File: src/hw/rtl/srfc_pkg.sv
// Shared types and constants for the servo reply frame checker.
package srfc_pkg;

  localparam logic [7:0] HEADER_BYTE = 8'hFF;
  localparam logic [2:0] FIRST_POS   = 3'd1;
  localparam logic [2:0] SUM_FIRST   = 3'd2;
  localparam logic [2:0] SUM_LAST    = 3'd6;
  localparam logic [2:0] LAST_POS    = 3'd7;

  typedef enum logic [2:0] {
    STATUS_OK,
    STATUS_CHECKSUM,
    STATUS_HEADER,
    STATUS_PRODUCT,
    STATUS_MODULE,
    STATUS_INSTRUCTION
  } status_t;

  typedef struct packed {
    logic [7:0] rx_byte;
    logic [7:0] expected_module;
    logic [7:0] expected_instruction;
  } item_t;

  typedef struct packed {
    status_t     status;
    logic [7:0]  module_id;
    logic [7:0]  instruction_code;
    logic [7:0]  param_first;
    logic [7:0]  param_second;
    logic [7:0]  param_third;
    logic [15:0] word_value;
  } result_t;

  typedef struct packed {
    logic go;
    logic fire;
  } core_ctrl_t;

endpackage

File: src/hw/rtl/srfc_frame_core.sv
// Frame tracker: byte position, running checksum, stored frame bytes and frame judgement.
module srfc_frame_core (
  input  logic              clk,
  input  logic              rst,
  input  logic              go,
  input  srfc_pkg::item_t   s1_item,
  input  logic [7:0]        product_code,
  output srfc_pkg::core_ctrl_t ctrl,
  output srfc_pkg::result_t res
);
  import srfc_pkg::*;

  logic       frame_active;
  logic [2:0] byte_position;
  logic [7:0] running_sum;
  logic [7:0] frame_store [FIRST_POS:SUM_LAST];

  logic       is_header;
  logic       take;

  assign is_header = (s1_item.rx_byte == HEADER_BYTE);
  assign take      = go && !is_header && frame_active;
  assign ctrl.go   = go;
  assign ctrl.fire = take && (byte_position == LAST_POS);

  always_ff @(posedge clk) begin
    if (rst) begin
      frame_active  <= 1'b0;
      byte_position <= '0;
      running_sum   <= '0;
    end else if (go && is_header) begin
      frame_active  <= 1'b1;
      byte_position <= FIRST_POS;
      running_sum   <= '0;
    end else if (take) begin
      if (byte_position >= SUM_FIRST && byte_position <= SUM_LAST) begin
        running_sum <= running_sum + s1_item.rx_byte;
      end
      if (byte_position == LAST_POS) begin
        frame_active  <= 1'b0;
        byte_position <= '0;
      end else begin
        byte_position <= byte_position + 3'd1;
      end
    end
  end

  always_ff @(posedge clk) begin
    for (int i = FIRST_POS; i <= SUM_LAST; i++) begin
      if (take && byte_position == 3'(i)) begin
        frame_store[i] <= s1_item.rx_byte;
      end
    end
  end

  // no frame slot holds the header byte and no branch reports STATUS_HEADER, so the header check never trips
  always_comb begin
    priority if (frame_store[1] != product_code) begin
      res.status = STATUS_PRODUCT;
    end else if (frame_store[2] != s1_item.expected_module) begin
      res.status = STATUS_MODULE;
    end else if (frame_store[3] != s1_item.expected_instruction) begin
      res.status = STATUS_INSTRUCTION;
    end else if (running_sum != s1_item.rx_byte) begin
      res.status = STATUS_CHECKSUM;
    end else begin
      res.status = STATUS_OK;
    end
    res.module_id        = frame_store[2];
    res.instruction_code = frame_store[3];
    res.param_first      = frame_store[4];
    res.param_second     = frame_store[5];
    res.param_third      = frame_store[6];
    res.word_value       = {frame_store[5], frame_store[6]};
  end

endmodule

File: config.mk
export PLATFORM = sky130hd
export DESIGN_NAME = srfc_frame_core
export DESIGN_NICKNAME = d
export VERILOG_FILES = /design/src/hw/rtl/srfc_pkg.sv /design/src/hw/rtl/srfc_frame_core.sv
export SDC_FILE = /design/constraint.sdc
export NUM_CORES = 1
export LEC_CHECK = 0
export ABC_AREA = 1
export BUFFER_PORTS_ARGS = -buffer_cell sky130_fd_sc_hd__buf_2
export CAP_MARGIN = 20
export CORE_ASPECT_RATIO = 1.2
export CORE_UTILIZATION = 45
export CTS_BUF_LIST = sky130_fd_sc_hd__clkbuf_4
export CTS_CLUSTER_SIZE = 8
export DETAILED_ROUTE_END_ITERATION = 12
export PLACE_DENSITY = 0.68
export SLEW_MARGIN = 20
export SYNTH_ARGS = -nofsm -noshare
export SYNTH_HDL_FRONTEND = slang
export SYNTH_SLANG_ARGS = --single-unit
File: constraint.sdc
create_clock -name clk -period 2.05 [get_ports clk]
set_input_delay 0.1025 -clock clk [delete_from_list [all_inputs] [get_ports clk]]
set_output_delay 0.1025 -clock clk [all_outputs]
set_load 0.005 [all_outputs]
---- Word level (Yosys, flattened, before mapping) ----
Memories as Yosys holds them, arrays and structs flattened.
Cells that the tools add are included.
word-level totals
  memories kept ........................... 1
  bits of input ports ..................... 35
  memory bits (writable) .................. 48
  flip-flop bits (word level) ............. 12
  output and inout bits ................... 61
cells by class
  add/subtract/negate cells ............... 2
  equality and inequality tests ........... 12
  muxes and demuxes ....................... 37
  reductions and logical operators ........ 22
  magnitude comparators ................... 2
memory list
  memory       words  width  rd ports  clocked after Yosys merged registers in  write ports  line                   RTL
  frame_store  6      8      6         0                                        1            srfc_frame_core.sv:16  logic [7:0] frame_store [FIRST_POS:SUM_LAST];
operator list
  operator                                                               number
  8-bit 2-to-1 mux                                                       5
  8-bit OR reduction                                                     5
  8-bit != test                                                          4
  3-bit 2-to-1 mux                                                       9
  1-bit 2-to-1 mux                                                       23
  3-bit equality test, second input constant                             4
  1-bit logical AND                                                      11
  8-bit adder                                                            1
  8-bit equality test, second input constant                             1
  3-bit by 2-bit equality test with 1-bit output, second input constant  2
  2-bit AND reduction                                                    2
  2-bit nonzero test                                                     2
  3-bit by 1-bit adder with 3-bit output, second input constant          1
  3-bit by 1-bit equality test with 1-bit output, second input constant  1
  3-bit by 2-bit >= comparator with 1-bit output, second input constant  1
  3-bit <= comparator, second input constant                             1
  2-bit OR reduction                                                     1
  1-bit logical NOT                                                      1

---- Logic depth before layout (Yosys ltp) ----
Gate-level depths: netlist of the first run.
  depth in word-level cells ............... 13
  gate-level depth with buffers ........... 11
  mapped depth without buffers ............ 11

---- Worst setup path after synthesis of the first run ----
Ideal clock, no wire load.
  kind .................................... register to register
  from .................................... reg frame_active
  to ...................................... reg frame_store[0][48] (netlist name)
  library setup time ...................... 0.395 ns
  data required time ...................... 1.655 ns
  data arrival time ....................... 1.492 ns
  stages on the path, launching flop included .. 6
  setup slack ............................. 0.164 ns
  path buffers ............................ 1
  cells stage by stage .................... dfxtp_1 nand2_1 inv_1 nand2_4 buf_6 nor4_1
RTL lines
  element                 line                   RTL
  from (decl)             srfc_frame_core.sv:13  logic frame_active;
  from (signal assigned)  srfc_frame_core.sv:28  frame_active <= 1'b0;
  from (signal assigned)  srfc_frame_core.sv:32  frame_active <= 1'b1;
  from (signal assigned)  srfc_frame_core.sv:40  frame_active <= 1'b0;

==> results of run 1 <==
power by group through the flow:
stage	Clock [mW]	Sequential, mW	Combinational, mW
after global placement	0	1.34	0.134
after floorplan	0	1.34	0.0614
after detailed placement	0	1.34	0.136
after global routing	0.929	1.31	0.165
final	0.842	1.31	0.148
after CTS	0.875	1.31	0.140
final timing paths:
kind,to,depth (start not counted),from
worst max register to register,running_sum[6],11,running_sum[0]
worst max-delay path,res[56],10,s1_item[16]
worst min-delay path,frame_store[0][28],1,s1_item[20]
worst min register to register,frame_active,2,frame_active
metal layers:
metal | up-vias | wire length [um]
met5 | - | 0
met3 | 8 | 352
met2 | 63 | 3290
li1 | 1146 | -
met1 | 1018 | 2700
met4 | 0 | 107
area by class of cell:
type,instances,area [um2],share of cell area (%)
Sequential cell,60,1680,45.7
Multi-Input combinational cell,182,1020,27.9
Timing Repair Buffer,106,573,15.6
Inverter,39,146,3.98
Tap cell,87,109,2.96
Clock inverter,7,75.1,2.04
Clock buffer,9,67.6,1.84
what timing repair did:
action                                  4_1_cts  5_1_grt
hold buffers                                  2        4
gates resized for setup                       0        3
endpoints found under the hold margin         2        6
endpoints found under the setup margin        0        1
cell usage after synthesis:
library cell	instances	area (um2)
nor4_1	1	6.26
dfxtp_1	12	240
nand3b_1	1	7.51
buf_4	57	428
nor3_1	3	15.0
xor2_1	8	70.1
nand2_4	1	11.3
a21oi_1	8	40.0
inv_1	39	146
nand2_1	62	233
edfxtp_1	48	1440
ha_1	13	163
o21ai_1	4	20.0
nor2_2	2	12.5
nand4_1	3	18.8
fa_1	1	20.0
or2_2	3	18.8
nand2_2	1	6.26
nor2_1	40	150
xnor2_1	14	123
o21ai_0	5	25.0
a31oi_1	1	6.26
buf_6	2	22.5
nand3_1	11	55.1
logic make-up (layout without fill, tap and decap cells):
| kind of cell | after synthesis | count (layout) | share of synthesized area [%] |
|---|---|---|---|
| AND/OR/NAND/NOR | 128 | 128 | 16.3 |
| buffers and inverters | 98 | 161 | 18.2 |
| flip-flops | 60 | 60 | 51.3 |
| XOR/XNOR | 22 | 22 | 5.88 |
| AO/OA/AOI/OAI | 18 | 18 | 2.79 |
| adder cells (fa/ha/maj) | 14 | 14 | 5.57 |
stage by stage:
stage | setup slack [ns] | power, mW | std cells | setup TNS (ns)
2_1_floorplan | 0.164 | 1.40 | 340 | 0
3_3_place_gp | 0.460 | 1.47 | 468 | 0
3_5_place_dp | 0.398 | 1.47 | 468 | 0
4_1_cts | 0.102 | 2.33 | 486 | 0
5_1_grt | -0.00217 | 2.40 | 490 | -0.00217
6_report | 0.145 | 2.30 | 490 | 0
state kept, by name, summed over array words and instances, names as in the netlist:
register	flops
frame_store	48
running_sum	8
byte_position	3
frame_active	1
==> impl_metrics.tcl, run 1 <==
set metrics [dict create \
    ys_warn_count 0 \
    drt_iter0_drc 95 \
    firstDrtPassIters 4 \
    crit_path_max_incr_delay_ns 0.54 \
    fin_nets 447 \
    p_int_mw 1.75 \
    dieWidth_um 79.9 \
    layout_common_cells "buf_2, nand2_1, edfxtp_1" \
    syn_inst 340 \
    ios 96 \
    cpMaxStageDelayCell "dlygate4sd3_1" \
    hold_ws_ns 0.0398 \
    grt-ovfl-total 0 \
    drc 0 \
    power.switching_mw 0.550 \
    grtUsageTotal_pct 17.7 \
    diodes 0 \
    core-area_mm2 0.00694 \
    regToRegSetupSlack_ns 0.42 \
    path_max_fanout 7 \
    synthesis.nets 389 \
    cp_top_family "buffers and inverters" \
    top_usage_layer "met2" \
    seqPwrFrac_pct 57.0 \
    switching_share_pct 23.9 \
    syn_area_mm2 0.00328 \
    clkSlewWorstSetupHoldPaths_ns 0.12 \
    die_h_um 95.5 \
    numClockSinks 60 \
    clockRootBuffer "clkbuf_4" \
    place_area_mm2 0.00346 \
    finalHoldViolations 0 \
    worstSetupPathType "in -> out" \
    hpwl_mm 4.53 \
    cts_tree "yes" \
    syn_avg_cell_area_um2 9.65 \
    portBuffers 95 \
    vias 2235 \
    crit_path_start_kind "primary input" \
    grt_pass1_vias 1976 \
    combPwrFrac_pct 6.5 \
    dieArea_mm2 0.00763 \
    fin_util_pct 53.0 \
    status "finished clean" \
    cts.path.max_buffers 2 \
    synth.yosys.seq_area_share_pct 51.3 \
    clock_skew_ns 0.0152 \
    endpoint_kind "output pin" \
    tightest_slew_ns 0.637 \
    grt_start_max_net_pins 14 \
    layout.cell_area.non_filler_mm2 0.00368 \
    crit_buf_inv 3 \
    avgRoutedWirePerCell_um 13.2 \
    postCtsSetupBuffers 0 \
    met3_usage_pct 4.59 \
    avgViaCountPerCell 4.56 \
    worstPathCellList "dlygate4sd3_1 > buf_2 > ha_1 > nor2_1 > nand4_1 > nor2_2 > nand3_1 > nand2_1 > nand2_1 > buf_2" \
    layout_min_cycle_time_ns 1.91 \
    nFillCells 673 \
    grt_antenna_before_repair 0 \
    setup_viol 0 \
    cp.arrival_ns 1.80 \
    hp-class "in -> reg" \
    drv_cap 0 \
    period_share_pct 92.9 \
    ir_drop_mv 0.353 \
    p_leak_nw 1.63 \
    max_freq_ghz 0.525 \
    antenna_left 0 \
    ys_ff_latch 60 \
    use_met2_pct 29.8 \
    final_common_cell "buf_2" \
    power_density_mw_per_mm2 626 \
    gp_congestion 0.798 \
    ys_types 24 \
    synthToLayoutAreaGrowth_pct 12.1 \
    grt_pass1_wl_mm 9.54 \
    wirelength_mm 6.45 \
    clk_latency_ns 0.42 \
    required_ns 1.95 \
    use_met1_pct 20.6 \
    start_util_pct 47.3 \
    fp-row-count 33 \
    tritoncts.num_buffers 9 \
    slew_headroom_pct 57.4 \
    slew_viol_final 0 \
    p_clk_share_pct 36.6 \
    drive_gt1_share_pct 31.5 \
    cts_htree_levels 3 \
]
(Power assumes the default switching activity.)
==> run 2, diff against run 1 <==
--- a/config.mk
+++ b/config.mk
@@ -13,6 +13,7 @@
 export CTS_BUF_LIST = sky130_fd_sc_hd__clkbuf_4
 export CTS_CLUSTER_SIZE = 8
 export DETAILED_ROUTE_END_ITERATION = 12
+export HOLD_SLACK_MARGIN = 0.08
 export PLACE_DENSITY = 0.68
 export SLEW_MARGIN = 20
 export SYNTH_ARGS = -nofsm -noshare
==> impl_metrics.tcl, run 2 (synthesis results as in run 1) <==
set metrics [dict create \
    drc 0 \
    drive_gt1_share_pct 31.9 \
    fp-row-count 33 \
    hold-path-cell-count 3 \
    required_ns 1.95 \
    nFillCells 664 \
    cpMaxStageDelayCell "dlygate4sd3_1" \
    tns_ns 0 \
    dieWidth_um 79.9 \
    worstPathCellList "dlygate4sd3_1 > buf_6 > ha_1 > nor2_1 > nand4_1 > nor2_2 > nand3_1 > nand2_1 > nand2_1 > buf_2" \
    rsz0062_at_grt "no" \
    avgViaCountPerCell 4.64 \
    grtUsageTotal_pct 18.0 \
    numClockSinks 60 \
    regMostFlops "frame_store" \
    tritoncts.num_buffers 9 \
    p_leak_nw 1.66 \
    wirelength_mm 6.47 \
    cp.arrival_ns 1.82 \
    cts.path.max_buffers 2 \
    crit_cells 10 \
    multi_input_area_mm2 0.00107 \
    max_freq_ghz 0.519 \
    path_max_fanout 10 \
    diodes 0 \
    clockRootBuffer "clkbuf_4" \
    crit_path_start_kind "primary input" \
    slew_headroom_pct 58.6 \
    hold_ws_ns 0.422 \
    rr_worst_depth 6 \
    clkSlewWorstSetupHoldPaths_ns 0.10 \
    vias 2295 \
    slew_viol_final 0 \
    ios 96 \
    finalHoldViolations 0 \
    core-area_mm2 0.00694 \
    grt_start_max_net_pins 14 \
    layout_min_cycle_time_ns 1.93 \
    firstDrtPassIters 4 \
    final_common_cell "buf_2" \
    seqCellArea_mm2 0.00168 \
    synthToLayoutAreaGrowth_pct 15.7 \
    postCtsSetupBuffers 0 \
    grt_antenna_before_repair 0 \
    setup_viol 0 \
    drv_cap 0 \
    largest_reg_flops 48 \
    r2r-end "byte_position[0]" \
    hpwl_mm 4.53 \
    regToRegStartpoint "byte_position[0]" \
    fin_nets 452 \
    portBuffers 95 \
    hp-start "rst" \
    cts_tree "yes" \
    avgRoutedWirePerCell_um 13.1 \
    cp_common_cell "nand2_1" \
    regToRegSetupSlack_ns 0.32 \
    clk_latency_ns 0.42 \
    power_density_mw_per_mm2 611 \
    grt_pass1_vias 2029 \
    clock_skew_ns 0.0160 \
    gp_congestion 0.798 \
    antenna_left 0 \
    min_to "frame_active" \
    tightest_slew_ns 0.618 \
    start_util_pct 47.3 \
    cts_htree_levels 3 \
    crit_path_max_incr_delay_ns 0.56 \
    layout_common_cells "buf_2, nand2_1, edfxtp_1" \
    hp-class "in -> reg" \
    largestRegisters "frame_store: 48 flops, running_sum: 8 flops, byte_position: 3 flops" \
    cp_top_family "buffers and inverters" \
    status "finished clean" \
    die_h_um 95.5 \
    period_share_pct 93.9 \
    dieArea_mm2 0.00763 \
    endpoint_kind "output pin" \
    grt-ovfl-total 0 \
    drt_iter0_drc 123 \
    worstSetupPathType "in -> out" \
    ir_drop_mv 0.354 \
    crit_buf_inv 3 \
    grt_pass1_wl_mm 9.73 \
]
run 2: cell count changes in the layout (fill, tap and decap cells not counted), sizes merged:
cell and change:
dlygate4sd3 +5, clkbuf +3, buf -3
run 2: worst register-to-register path: stages (launching register included):
cell	delay, ns
dfxtp_1	0.38
ha_1	0.24
ha_1	0.19
inv_1	0.09
nand4_1	0.09
a31oi_1	0.13
dlygate4sd3_1	0.55
run 2: final cells by class:
cell class	count	share of cell area [%]
multi-input cells	182	28.3
clock inverters	7	1.98
flip-flops and latches	60	44.3
clock buffers	9	1.78
well taps	87	2.87
inverters	39	3.86
repair buffers	111	16.9
run 2: where the power goes:
group	internal [mW]	switching (mW)	total [mW]	leakage, nW
Sequential	1.31	0.000232	1.31	0.528
Clock	0.377	0.468	0.844	0.0690
Combinational	0.0767	0.0865	0.163	1.06
run 2: worst max-delay path by stage:
stage | from | end | slack, ns
global route | s1_item[16] | res[56] | 0.002
floorplan | frame_active | frame_store[0][48] | 0.16
global placement | s1_item[16] | running_sum[6] | 0.46
CTS | s1_item[20] | res[56] | 0.006
detailed placement | s1_item[16] | running_sum[6] | 0.40
finish | s1_item[17] | res[56] | 0.12
run 2: repair_timing:
| item | CTS | global route |
|---|---|---|
| endpoints found under the hold margin | 51 | 0 |
| hold buffers | 11 | 0 |
| resized for setup | 0 | 19 |
| setup endpoints to repair | 0 | 1 |
run 2: per-stage QoR:
step | instance area, um2 | setup slack, ns | util, % | power [mW] | instances
CTS | 3710 | 0.00550 | 53.5 | 2.34 | 495
floorplan | 3280 | 0.164 | - | 1.40 | 340
detailed placement | 3460 | 0.398 | 49.8 | 1.47 | 468
finish | 3790 | 0.125 | 54.7 | 2.32 | 495
global placement | 3460 | 0.460 | 49.8 | 1.47 | 468
global route | 3790 | 0.00227 | 54.7 | 2.42 | 495
run 2: metal layers:
layer  vias to the layer above  share of wire, %  wire length (um)  global-route usage [%]
met3                         6               4.9               318                    4.59
met5                         -                 0                 0                       0
met2                        68                51              3290                    30.8
li1                       1160                 -                 -                       -
met4                         0               1.3                83                    9.38
met1                      1061                43              2770                    20.7
